File: src/rtl/ps2_mouse_packet_tracker_unit_macros.svh
// ----------------------------------------------------------------------------
// PS/2 mouse packet tracker assertion macros
// Shared concurrent assertion wrappers, clocked and disabled in reset.
// ----------------------------------------------------------------------------
`ifndef PS2_MOUSE_PACKET_TRACKER_UNIT_MACROS_SVH
`define PS2_MOUSE_PACKET_TRACKER_UNIT_MACROS_SVH

// same-cycle implication
`define PS2MPT_ASSERT_IMPL(label, clk, rst_n, ante, cons) \
    label: assert property (@(posedge clk) disable iff (!(rst_n)) (ante) |-> (cons)) \
        else $error("ps2mpt: same-cycle assertion failed");

// next-cycle implication
`define PS2MPT_ASSERT_NEXT(label, clk, rst_n, ante, cons) \
    label: assert property (@(posedge clk) disable iff (!(rst_n)) (ante) |=> (cons)) \
        else $error("ps2mpt: next-cycle assertion failed");

`endif

File: src/rtl/ps2mpt_pkg.sv
// ----------------------------------------------------------------------------
// PS/2 mouse packet tracker package
// Shared types and constants for the packet tracker modules.
// ----------------------------------------------------------------------------
`default_nettype none

package ps2mpt_pkg;

    localparam int DELTA_W     = 10;
    localparam int SYNC_BIT    = 3;
    localparam int X_SIGN_BIT  = 4;
    localparam int Y_SIGN_BIT  = 5;
    localparam int LEFT_BIT    = 0;
    localparam int RIGHT_BIT   = 1;
    localparam int CFG_IDX_W   = 1;

    localparam logic [CFG_IDX_W-1:0] CFG_SCREEN_WIDTH  = 1'd0;
    localparam logic [CFG_IDX_W-1:0] CFG_SCREEN_HEIGHT = 1'd1;

    typedef enum logic [2:0] {
        PHASE_FLAG = 3'b001,
        PHASE_DX   = 3'b010,
        PHASE_DY   = 3'b100
    } phase_t;

    typedef struct packed {
        logic [7:0] data_byte;
        logic       from_aux;
    } in_item_t;

    typedef struct packed {
        logic left;
        logic right;
    } buttons_t;

endpackage

`default_nettype wire

File: src/rtl/ps2mpt_clamp.sv
// ----------------------------------------------------------------------------
// PS/2 mouse packet tracker coordinate clamp
// Adds a signed delta to a position and limits it to 0 .. size-1.
// ----------------------------------------------------------------------------
`default_nettype none

module ps2mpt_clamp
    import ps2mpt_pkg::*;
#(
    parameter int COORD_BITS = 12
) (
    input  wire logic [COORD_BITS-1:0]    pos,
    input  wire logic signed [DELTA_W-1:0] delta,
    input  wire logic [COORD_BITS-1:0]    size,
    output logic      [COORD_BITS-1:0]    result
);

    localparam int SUM_W = COORD_BITS + 2;

    logic [COORD_BITS-1:0]   size_eff;
    logic [COORD_BITS-1:0]   max_coord;
    logic signed [SUM_W-1:0] sum;
    logic signed [SUM_W-1:0] limit;

    always_comb begin
        size_eff  = (size == '0) ? COORD_BITS'(1) : size;
        max_coord = size_eff - COORD_BITS'(1);
        sum       = $signed({2'b00, pos}) + SUM_W'(delta);
        limit     = $signed({2'b00, size_eff});
        if (sum < 0) begin
            result = '0;
        end else if (sum >= limit) begin
            result = max_coord;
        end else begin
            result = sum[COORD_BITS-1:0];
        end
    end

endmodule

`default_nettype wire

File: src/rtl/ps2mpt_decoder.sv
// ----------------------------------------------------------------------------
// PS/2 mouse packet tracker decoder
// Assembles three-byte packets and keeps the clamped cursor position.
// ----------------------------------------------------------------------------
`default_nettype none

`include "ps2_mouse_packet_tracker_unit_macros.svh"

module ps2mpt_decoder
    import ps2mpt_pkg::*;
#(
    parameter int COORD_BITS = 12
) (
    input  wire logic                  aclk,
    input  wire logic                  aresetn,
    input  wire logic                  item_valid,
    input  wire in_item_t              item,
    input  wire logic [COORD_BITS-1:0] screen_width,
    input  wire logic [COORD_BITS-1:0] screen_height,
    output logic                       pkt_done,
    output logic [COORD_BITS-1:0]      new_x,
    output logic [COORD_BITS-1:0]      new_y,
    output buttons_t                   buttons
);

    localparam logic [COORD_BITS-1:0] POS_X_RESET = COORD_BITS'(512);
    localparam logic [COORD_BITS-1:0] POS_Y_RESET = COORD_BITS'(384);

    phase_t                  phase_reg, phase_next;
    logic [7:0]              flag_reg, flag_next;
    logic [7:0]              dx_reg, dx_next;
    logic [COORD_BITS-1:0]   pos_x_reg, pos_x_next;
    logic [COORD_BITS-1:0]   pos_y_reg, pos_y_next;
    logic                    take;
    logic signed [DELTA_W-1:0] delta_x;
    logic signed [DELTA_W-1:0] delta_y;

    assign take = item_valid && item.from_aux;

    always_comb begin
        delta_x = DELTA_W'($signed({flag_reg[X_SIGN_BIT], dx_reg}));
        delta_y = -DELTA_W'($signed({flag_reg[Y_SIGN_BIT], item.data_byte}));
    end

    ps2mpt_clamp #(.COORD_BITS(COORD_BITS)) u_clamp_x (
        .pos    (pos_x_reg),
        .delta  (delta_x),
        .size   (screen_width),
        .result (new_x)
    );

    ps2mpt_clamp #(.COORD_BITS(COORD_BITS)) u_clamp_y (
        .pos    (pos_y_reg),
        .delta  (delta_y),
        .size   (screen_height),
        .result (new_y)
    );

    always_comb begin
        phase_next    = phase_reg;
        flag_next     = flag_reg;
        dx_next       = dx_reg;
        pos_x_next    = pos_x_reg;
        pos_y_next    = pos_y_reg;
        pkt_done      = 1'b0;
        buttons.left  = flag_reg[LEFT_BIT];
        buttons.right = flag_reg[RIGHT_BIT];
        if (take) begin
            unique case (phase_reg)
                PHASE_FLAG: begin
                    if (item.data_byte[SYNC_BIT]) begin
                        flag_next  = item.data_byte;
                        phase_next = PHASE_DX;
                    end
                end
                PHASE_DX: begin
                    dx_next    = item.data_byte;
                    phase_next = PHASE_DY;
                end
                PHASE_DY: begin
                    pos_x_next = new_x;
                    pos_y_next = new_y;
                    pkt_done   = 1'b1;
                    phase_next = PHASE_FLAG;
                end
                default: begin
                    phase_next = PHASE_FLAG;
                end
            endcase
        end
    end

    always_ff @(posedge aclk) begin
        if (!aresetn) begin
            phase_reg <= PHASE_FLAG;
            flag_reg  <= '0;
            dx_reg    <= '0;
            pos_x_reg <= POS_X_RESET;
            pos_y_reg <= POS_Y_RESET;
        end else begin
            phase_reg <= phase_next;
            flag_reg  <= flag_next;
            dx_reg    <= dx_next;
            pos_x_reg <= pos_x_next;
            pos_y_reg <= pos_y_next;
        end
    end

    `PS2MPT_ASSERT_NEXT(a_non_aux_no_change, aclk, aresetn, item_valid && !item.from_aux, $stable(phase_reg) && $stable(pos_x_reg) && $stable(pos_y_reg))
    `PS2MPT_ASSERT_NEXT(a_done_restarts, aclk, aresetn, pkt_done, phase_reg == PHASE_FLAG)
    `PS2MPT_ASSERT_NEXT(a_unsynced_dropped, aclk, aresetn, take && (phase_reg == PHASE_FLAG) && !item.data_byte[SYNC_BIT], phase_reg == PHASE_FLAG)

endmodule

`default_nettype wire

File: src/rtl/ps2_mouse_packet_tracker_unit.sv
// ----------------------------------------------------------------------------
// PS/2 mouse packet tracker
// Bytes from the PS/2 mouse channel enter on s_*, one result per packet
// leaves on m_*, and the screen size registers are written on cfg_*.
// Bytes with s_from_aux low are dropped. Three bytes form a packet; a first
// byte without its sync bit is discarded to regain packet alignment.
// Each packet moves the cursor by its signed deltas (Y flipped to screen
// orientation), clamped to 0 .. size-1, and reports both buttons.
// A packet's last byte passes the input register and the decode logic into
// the result register, which raises m_valid. Throughput: one byte per cycle
// barring an m_* stall; set by the single input and single result register.
// s_ready stays high while the result register is free or being taken; a
// receiver stall holds the result and stops the input register only once
// it is also full. cfg_ready is always high; write only while idle.
// Reset: cursor at 512,384, screen 1024 by 768, packet alignment at the
// first byte, no transaction pending on either channel.
// ----------------------------------------------------------------------------
`default_nettype none

`include "ps2_mouse_packet_tracker_unit_macros.svh"

module ps2_mouse_packet_tracker_unit
    import ps2mpt_pkg::*;
#(
    parameter int COORD_BITS = 12
) (
    input  wire logic                  aclk,
    input  wire logic                  aresetn,
    input  wire logic                  s_valid,
    output logic                       s_ready,
    input  wire logic [7:0]            s_data_byte,
    input  wire logic                  s_from_aux,
    output logic                       m_valid,
    input  wire logic                  m_ready,
    output logic [COORD_BITS-1:0]      m_cursor_x,
    output logic [COORD_BITS-1:0]      m_cursor_y,
    output logic                       m_left_pressed,
    output logic                       m_right_pressed,
    input  wire logic                  cfg_valid,
    output logic                       cfg_ready,
    input  wire logic [CFG_IDX_W-1:0]  cfg_index,
    input  wire logic [COORD_BITS-1:0] cfg_data
);

    localparam logic [COORD_BITS-1:0] WIDTH_RESET  = COORD_BITS'(1024);
    localparam logic [COORD_BITS-1:0] HEIGHT_RESET = COORD_BITS'(768);

    logic                  in_valid_reg;
    in_item_t              in_item_reg;
    logic                  advance;
    logic                  pkt_done;
    logic [COORD_BITS-1:0] new_x;
    logic [COORD_BITS-1:0] new_y;
    buttons_t              buttons;
    logic [COORD_BITS-1:0] width_reg;
    logic [COORD_BITS-1:0] height_reg;
    logic                  m_valid_reg;
    logic [COORD_BITS-1:0] m_x_reg;
    logic [COORD_BITS-1:0] m_y_reg;
    buttons_t              m_btn_reg;

    assign advance   = !m_valid_reg || m_ready;
    assign s_ready   = !in_valid_reg || advance;
    assign cfg_ready = 1'b1;

    always_ff @(posedge aclk) begin
        if (!aresetn) begin
            in_valid_reg <= 1'b0;
        end else if (s_ready) begin
            in_valid_reg <= s_valid;
        end
    end

    always_ff @(posedge aclk) begin
        if (s_ready && s_valid) begin
            in_item_reg.data_byte <= s_data_byte;
            in_item_reg.from_aux  <= s_from_aux;
        end
    end

    always_ff @(posedge aclk) begin
        if (!aresetn) begin
            width_reg  <= WIDTH_RESET;
            height_reg <= HEIGHT_RESET;
        end else if (cfg_valid) begin
            unique case (cfg_index)
                CFG_SCREEN_WIDTH:  width_reg  <= cfg_data;
                CFG_SCREEN_HEIGHT: height_reg <= cfg_data;
                default: begin
                end
            endcase
        end
    end

    ps2mpt_decoder #(.COORD_BITS(COORD_BITS)) u_decoder (
        .aclk          (aclk),
        .aresetn       (aresetn),
        .item_valid    (in_valid_reg && advance),
        .item          (in_item_reg),
        .screen_width  (width_reg),
        .screen_height (height_reg),
        .pkt_done      (pkt_done),
        .new_x         (new_x),
        .new_y         (new_y),
        .buttons       (buttons)
    );

    always_ff @(posedge aclk) begin
        if (!aresetn) begin
            m_valid_reg <= 1'b0;
        end else if (advance) begin
            m_valid_reg <= pkt_done;
        end
    end

    always_ff @(posedge aclk) begin
        if (advance && pkt_done) begin
            m_x_reg   <= new_x;
            m_y_reg   <= new_y;
            m_btn_reg <= buttons;
        end
    end

    assign m_valid         = m_valid_reg;
    assign m_cursor_x      = m_x_reg;
    assign m_cursor_y      = m_y_reg;
    assign m_left_pressed  = m_btn_reg.left;
    assign m_right_pressed = m_btn_reg.right;

    `PS2MPT_ASSERT_NEXT(a_result_held, aclk, aresetn, m_valid_reg && !m_ready, m_valid_reg && $stable(m_x_reg) && $stable(m_y_reg))
    `PS2MPT_ASSERT_NEXT(a_input_held, aclk, aresetn, in_valid_reg && !advance, in_valid_reg && $stable(in_item_reg))

endmodule

`default_nettype wire
File: config.mk
export PLATFORM = sky130hd
export DESIGN_NAME = ps2_mouse_packet_tracker_unit
export DESIGN_NICKNAME = d
export VERILOG_FILES = /design/src/rtl/ps2mpt_pkg.sv /design/src/rtl/ps2mpt_clamp.sv /design/src/rtl/ps2mpt_decoder.sv /design/src/rtl/ps2_mouse_packet_tracker_unit.sv
export VERILOG_INCLUDE_DIRS = /design/src /design/src/rtl
export SDC_FILE = /design/constraint.sdc
export NUM_CORES = 1
export LEC_CHECK = 0
export BUFFER_PORTS_ARGS = -buffer_cell sky130_fd_sc_hd__buf_2
export CAP_MARGIN = 10
export CORE_MARGIN = 1
export CORE_UTILIZATION = 40
export CTS_CLUSTER_SIZE = 16
export DETAILED_ROUTE_END_ITERATION = 10
export GPL_TIMING_DRIVEN = 0
export PLACE_DENSITY_LB_ADDON = 0.25
export SLEW_MARGIN = 0
export SYNTH_ARGS = -nofsm -noshare
export SYNTH_HDL_FRONTEND = slang
export SYNTH_SLANG_ARGS = --single-unit
File: constraint.sdc
create_clock -name aclk -period 9.8 [get_ports aclk]
set_input_delay 1.47 -clock aclk [delete_from_list [all_inputs] [get_ports aclk]]
set_output_delay 1.47 -clock aclk [all_outputs]
set_load 0.1 [all_outputs]
==> Word-level counts from Yosys, hierarchy flattened <==
Cells that the tools add are included.
{ "op_classes": {"magnitude_cmp": 4, "add_sub_neg": 5, "n_reduce_logical": 16, "n_bitwise": 1, "muxes": 10, "eq_ne": 4} }
{ "op_table": {"columns": ["operator", "count"], "rows": [
  ["12-bit two-way mux", 6],
  ["14-bit by 13-bit >= comparator with 1-bit output", 2],
  ["14-bit by 1-bit less-than comparator with 1-bit output, second input constant", 2],
  ["12-bit zero test", 2],
  ["12-bit by 1-bit subtractor with 12-bit output, second input constant", 2],
  ["13-bit by 10-bit adder with 14-bit output", 1],
  ["13-bit by 9-bit adder with 14-bit output", 1],
  ["9-bit negation with 10-bit output", 1],
  ["2-bit AND reduction", 5],
  ["3-bit case mux with 2 select lines", 1],
  ["1-bit logical AND", 4],
  ["3-bit by 1-bit == test with 1-bit output, second input constant", 1],
  ["3-bit by 2-bit == test with 1-bit output, second input constant", 1],
  ["3-bit == test, second input constant", 1],
  ["3-bit two-way mux", 1],
  ["3-bit AND reduction", 1],
  ["1-bit zero test", 2],
  ["1-bit logical OR", 2],
  ["1-bit two-way mux", 2],
  ["2-bit != test, second input constant", 1],
  ["1-bit NOT", 1]
]} }
{ "word_totals": {"reg_bits": 102, "wordCells": 55} }

==> Longest topological paths before layout <==
{ "depth": {"word_depth": 6, "ltp_mapped": 18} }

==> Cells and area by module <==
From an unflattened synthesis, not the netlist that was laid out.
{ "hier_totals": {"cells_unflattened": 715, "hier_area_um2": 6770.2} }
{ "by_module_without_submodules": {"columns": ["module", "area_per_inst_um2", "n_inst", "cells_per_inst"], "rows": [
  ["ps2mpt_clamp", 1453.9, 2, 191],
  ["ps2_mouse_packet_tracker_unit", 2107.0, 1, 143],
  ["ps2mpt_decoder", 1755.4, 1, 190]
]} }

==> Worst setup path after synthesis <==
OpenSTA, ideal clock, no wires.
{ "synth_timing": {"kind": "input to register", "startpoint": "in m_ready", "endpoint": "reg u_decoder.pos_y_reg[7]", "path_stages": 6, "t_required_ps": 9678, "arrival_ps": 3602, "slack_ps": 6076, "setup_time_ps": 122, "cell_sequence": "nor2b_1 nand3b_1 nor4b_1 clkbuf_1 nand2_1 o22a_1"} }
{ "synth_via": {"elab_chain_cells": 4} }
{ "synth_rtl": {"columns": ["item", "line_no", "text"], "rows": [
  ["from (decl)", "ps2_mouse_packet_tracker_unit.sv:34", "input wire logic m_ready,"],
  ["1-bit logical OR", "ps2_mouse_packet_tracker_unit.sv:62", "assign advance = !m_valid_reg || m_ready;"],
  ["1-bit logical AND", "ps2_mouse_packet_tracker_unit.sv:98", ".item_valid (in_valid_reg && advance),"],
  ["1-bit logical AND", "ps2mpt_decoder.sv:38", "assign take = item_valid && item.from_aux;"],
  ["2-bit AND reduction (no source line)", null, null],
  ["to (signal assigned)", "ps2mpt_decoder.sv:105", "pos_y_reg <= pos_y_next;"],
  ["to (decl)", "ps2mpt_decoder.sv:33", "logic [COORD_BITS-1:0] pos_y_reg, pos_y_next;"]
]} }
Every way passes these cells.
A chain may end at the register's enable or synchronous reset.

==> Worst setup path after layout <==
{ "layout_timing": {"startpoint": "reg in_item_reg[1] (netlist bit)", "endpoint": "reg m_y_reg[6] (netlist: m_cursor_y[6]) (data pin)"} }
{ "layout_via": {"elab_chain_cells": 5, "word_cells_on_any_way": 6, "classes_between": "add/sub: 2; order compare: 2; mux: 2"} }
{ "layout_rtl": {"columns": ["item", "line_no", "text"], "rows": [
  ["from (decl)", "ps2_mouse_packet_tracker_unit.sv:49", "in_item_t in_item_reg;"],
  ["9-bit negation with 10-bit output (*)", "ps2mpt_decoder.sv:42", "delta_y = -DELTA_W'($signed({flag_reg[Y_SIGN_BIT], item.data_byte}));"],
  ["13-bit by 10-bit adder with 14-bit output (*)", "ps2mpt_clamp.sv:28", "sum = $signed({2'b00, pos}) + SUM_W'(delta);"],
  ["14-bit by 13-bit >= comparator with 1-bit output", "ps2mpt_clamp.sv:32", "end else if (sum >= limit) begin"],
  ["12-bit two-way mux", "ps2mpt_clamp.sv:32", null],
  ["12-bit two-way mux (*)", "ps2mpt_clamp.sv:30", "if (sum < 0) begin"],
  ["via new_y[6]", "ps2_mouse_packet_tracker_unit.sv:53", "logic [COORD_BITS-1:0] new_y;"],
  ["to (signal assigned)", "ps2_mouse_packet_tracker_unit.sv:119", "m_y_reg <= new_y;"],
  ["to (decl)", "ps2_mouse_packet_tracker_unit.sv:59", "logic [COORD_BITS-1:0] m_y_reg;"]
]} }
Mark *: on every way through the listed nets, which the timed path passes. The rest lies on a longest branch.

==> results.rst <==
.. list-table::
   :header-rows: 1

   * - Metric
     - Value
   * - Outcome
     - complete, no violations
   * - Static leakage
     - 2.78 nW
   * - Floorplan die width
     - roughly 120 um
   * - Total power density per cell area
     - 147 nW/um^2
   * - Total cell area at the placement stage
     - about 6400 um^2
   * - Diode insertion count for antenna repair
     - 0
   * - Category of the worst setup path capture point
     - flop
   * - CTS hold repair buffers
     - 0
   * - Weighted congestion reported at the end of routability-driven placement
     - 0.906
   * - Detailed-route via count
     - 4,667
   * - Post-CTS Resized
     - 0
   * - Worst slack at placement
     - about 5.6 ns
   * - Top cell type by total area after synthesis
     - sky130_fd_sc_hd__dfxtp_1
   * - Post-route cell area
     - 6740 um^2
   * - Crit path setup slack, layout
     - 5.56 ns
   * - Fmax
     - 236 MHz
   * - Crit-path max FO
     - 10
   * - Most frequent cells in the layout
     - sky130_fd_sc_hd__nand2_1, sky130_fd_sc_hd__dfxtp_1, sky130_fd_sc_hd__buf_2, sky130_fd_sc_hd__nor2_1, sky130_fd_sc_hd__ha_1
   * - Net count after synthesis
     - a little over 700
   * - Most used DFF post-synth
     - sky130_fd_sc_hd__dfxtp_1
   * - Element type at the critical path start
     - flop
   * - Post-synth design cell area
     - 5940 um^2
   * - Count of state elements after synthesis
     - 100
   * - Clk buf depth
     - 2
   * - Number of enable-type register cells in the synthesized netlist
     - 35
   * - H-tree depth
     - 3
   * - Mean area per synthesized cell
     - 9.22 um^2
   * - Count of port buffers added during placement
     - 54
   * - Row cnt
     - between 40 and 50
   * - Final-stage net count
     - 791
   * - Drt wl/cell
     - 16.1 um
   * - Share of final-layout standard cells stronger than drive strength 1
     - 0.129
   * - RSZ-0062 raised after global routing
     - no
   * - Count of synthesis-stage warnings from yosys
     - 0
   * - Most frequent standard cell in the layout excluding fill and tap cells
     - sky130_fd_sc_hd__nand2_1
   * - Remaining antenna violation count
     - 0
   * - Num CTS Buffers
     - 9
   * - Wire length of the first global-routing pass
     - 23,500 um
   * - Transition time of the tightest slew-check pin
     - 0.915 ns
   * - Average via count per standard cell
     - 5.19
   * - Setup TNS Final
     - 0 ns
   * - Detailed-route DRC error count
     - 0
   * - Number of distinct library cells after synthesis
     - 64
   * - Largest net degree at the start of global routing
     - 36
   * - Die span in y
     - 124 um
   * - Area contributors post-synth
     - sky130_fd_sc_hd__dfxtp_1, sky130_fd_sc_hd__edfxtp_1, sky130_fd_sc_hd__ha_1, sky130_fd_sc_hd__nand2_1, sky130_fd_sc_hd__mux2i_1
   * - Signal arrival time at the worst endpoint
     - 4.33 ns
   * - CORE AREA
     - 14,500 um^2
   * - Fraction of the core area covered by cells at the end of the flow
     - 0.464
   * - Count of mapped cells out of synthesis
     - 645
   * - Die Area
     - 15,400 um^2
   * - Period utilisation layout
     - 0.433
   * - Post-CTS setup buffer count
     - 0
   * - Tmin final
     - 4.24 ns
   * - Total power after layout
     - 0.992 mW
   * - IR Drop Worst-Case VDD
     - 100 uV
   * - TritonCTS clock tree
     - done
   * - Post-synthesis sequential area ratio
     - 0.396
   * - Global Route Usage Sum
     - 0.202
   * - Max Cap Viol
     - 0
   * - Portion of synthesized cell area occupied by the leading cell type
     - 0.219
   * - Reg2reg setup slack
     - 5.56 ns
   * - Reg-to-reg startpoint
     - in_item_reg[1]
   * - Share of flip-flops with an asynchronous set or reset after synthesis
     - 0
   * - Antenna violations before repair
     - 0
   * - Total wire length
     - 14,500 um
   * - Clock slew at reported path FFs
     - 0.07 ns
   * - Iteration count of the initial detailed-routing pass
     - 5
   * - Count of endpoints failing setup in the final report
     - 0
   * - Max-slew violation count
     - 0
   * - Worst slew margin relative to its limit
     - 0.381
   * - Vias in the first global route
     - 4,631
   * - Critical path required time
     - ~9.9 ns
   * - HPWL after detailed placement
     - 11,400 um
   * - Insertion delay of the later-clocked pin in the worst-skew pair
     - 0.34 ns
   * - Area Growth Syn to Fin
     - 13.4%
   * - Hold wc startpoint
     - u_decoder.flag_reg[0]
   * - Cell depth of the worst min-delay path
     - 0
   * - Worst Hold Class
     - reg -> reg
   * - Clock net sink count
     - 100
   * - Number of hold violations in the final report
     - 0
   * - Terminus of the critical flop-to-flop path
     - m_cursor_y[6]
   * - Root buffer cell
     - sky130_fd_sc_hd__clkbuf_16
   * - Initial DRC Count
     - around 270
   * - Initial cell density of the core
     - 0.409
   * - R2r worst-path depth
     - 17
   * - Total overflow reported by the global router
     - 0
   * - Worst hold path endpoint
     - m_left_pressed
   * - Fin Clk Skew
     - 0.00772 ns
   * - Worst Path Class, Setup
     - reg -> reg
   * - I/O pin count
     - 56
## final cells by class
| cell class | count | area, um^2 |
|---|---|---|
| multi-input combinational | 480 | 3330 |
| inverter | 46 | 173 |
| clock buffer | 10 | 229 |
| sequential | 100 | 2350 |
| fill | 1424 | 7790 |
| buffer | 19 | 93.8 |
| tap | 184 | 230 |
| clock inverter | 6 | 63.8 |
| timing repair buffer | 54 | 270 |
## cells by family (layout without fill, tap and decap cells)
group | count (synthesis) | in the layout | share of synthesized area
multiplexers | 32 | 32 | 0.0554
other | 1 | 1 | 0.000631
AO/OA/AOI/OAI | 142 | 142 | 0.166
flip-flops | 100 | 100 | 0.396
adder cells (fa/ha/maj) | 54 | 54 | 0.116
buffers and inverters | 65 | 135 | 0.0446
XOR/XNOR | 35 | 35 | 0.0516
AND/OR/NAND/NOR | 216 | 216 | 0.169
## power breakdown
| group | total (mW) | internal, mW | leakage (nW) | switching (mW) |
|---|---|---|---|---|
| clock network | 0.358 | 0.198 | 0.142 | 0.160 |
| registers | 0.453 | 0.443 | 0.860 | 0.00977 |
| logic | 0.181 | 0.0756 | 1.77 | 0.106 |
## per-stage QoR
stage	hold slack [ns]	cells
2_1_floorplan	0.408	645
4_1_cts	0.447	899
3_5_place_dp	0.428	883
3_3_place_gp	0.417	883
5_1_grt	0.457	899
6_report	0.445	899
## synthesized netlist by cell type, types with 5 or more instances
cell,count
sky130_fd_sc_hd__a211oi_1,7
sky130_fd_sc_hd__a21boi_0,22
sky130_fd_sc_hd__a21o_1,10
sky130_fd_sc_hd__a21oi_1,23
sky130_fd_sc_hd__and2_1,5
sky130_fd_sc_hd__clkbuf_1,13
sky130_fd_sc_hd__dfxtp_1,65
sky130_fd_sc_hd__edfxtp_1,35
sky130_fd_sc_hd__ha_1,52
sky130_fd_sc_hd__inv_1,46
sky130_fd_sc_hd__mux2i_1,28
sky130_fd_sc_hd__nand2_1,86
sky130_fd_sc_hd__nand2b_1,11
sky130_fd_sc_hd__nand3_1,9
sky130_fd_sc_hd__nor2_1,52
sky130_fd_sc_hd__nor2b_1,23
sky130_fd_sc_hd__nor3_1,11
sky130_fd_sc_hd__o211ai_1,5
sky130_fd_sc_hd__o21a_1,6
sky130_fd_sc_hd__o21ai_0,24
sky130_fd_sc_hd__o21ai_1,14
sky130_fd_sc_hd__xnor2_1,27
sky130_fd_sc_hd__xor2_1,8
## how the worst max path moves through the flow
stage | startpoint | endpoint | slack (ns) | cells past startpoint
after floorplan | m_ready | u_decoder.pos_y_reg[7] | 6.08 | 6
after global placement | m_ready | u_decoder.pos_y_reg[1] | 4.89 | 8
after detailed placement | m_ready | u_decoder.pos_y_reg[1] | 5.59 | 8
after CTS | in_item_reg[1] | m_cursor_y[1] | 5.63 | 17
after global routing | in_item_reg[1] | m_cursor_y[4] | 5.26 | 17
final | in_item_reg[1] | m_cursor_y[6] | 5.56 | 17
## per-layer routing
layer / vias up / global-route usage / routed length, um
met3: 18 / 0.0298 / 572
met1: 2176 / 0.281 / 7210
met5: - / 0 / 0
met2: 104 / 0.322 / 6460
li1: 2369 / - / -
met4: 0 / 0.0662 / 250
## critical path, cell delays in order, from the launching register on
cell and delay (ns):
sky130_fd_sc_hd__edfxtp_1 0.46, sky130_fd_sc_hd__ha_1 0.26, sky130_fd_sc_hd__fa_1 0.41, sky130_fd_sc_hd__nor2b_1 0.16, sky130_fd_sc_hd__o31a_1 0.22, sky130_fd_sc_hd__o21ai_1 0.19
sky130_fd_sc_hd__o21bai_1 0.17, sky130_fd_sc_hd__a21oi_1 0.09, sky130_fd_sc_hd__xnor2_1 0.28, sky130_fd_sc_hd__ha_1 0.30, sky130_fd_sc_hd__nor3_1 0.18, sky130_fd_sc_hd__nor2_1 0.06
sky130_fd_sc_hd__a22oi_1 0.18, sky130_fd_sc_hd__o21ai_0 0.18, sky130_fd_sc_hd__o21bai_2 0.26, sky130_fd_sc_hd__buf_6 0.17, sky130_fd_sc_hd__mux2i_1 0.35, sky130_fd_sc_hd__nor2_1 0.07
Note: power is estimated with default switching activity, not from simulation.
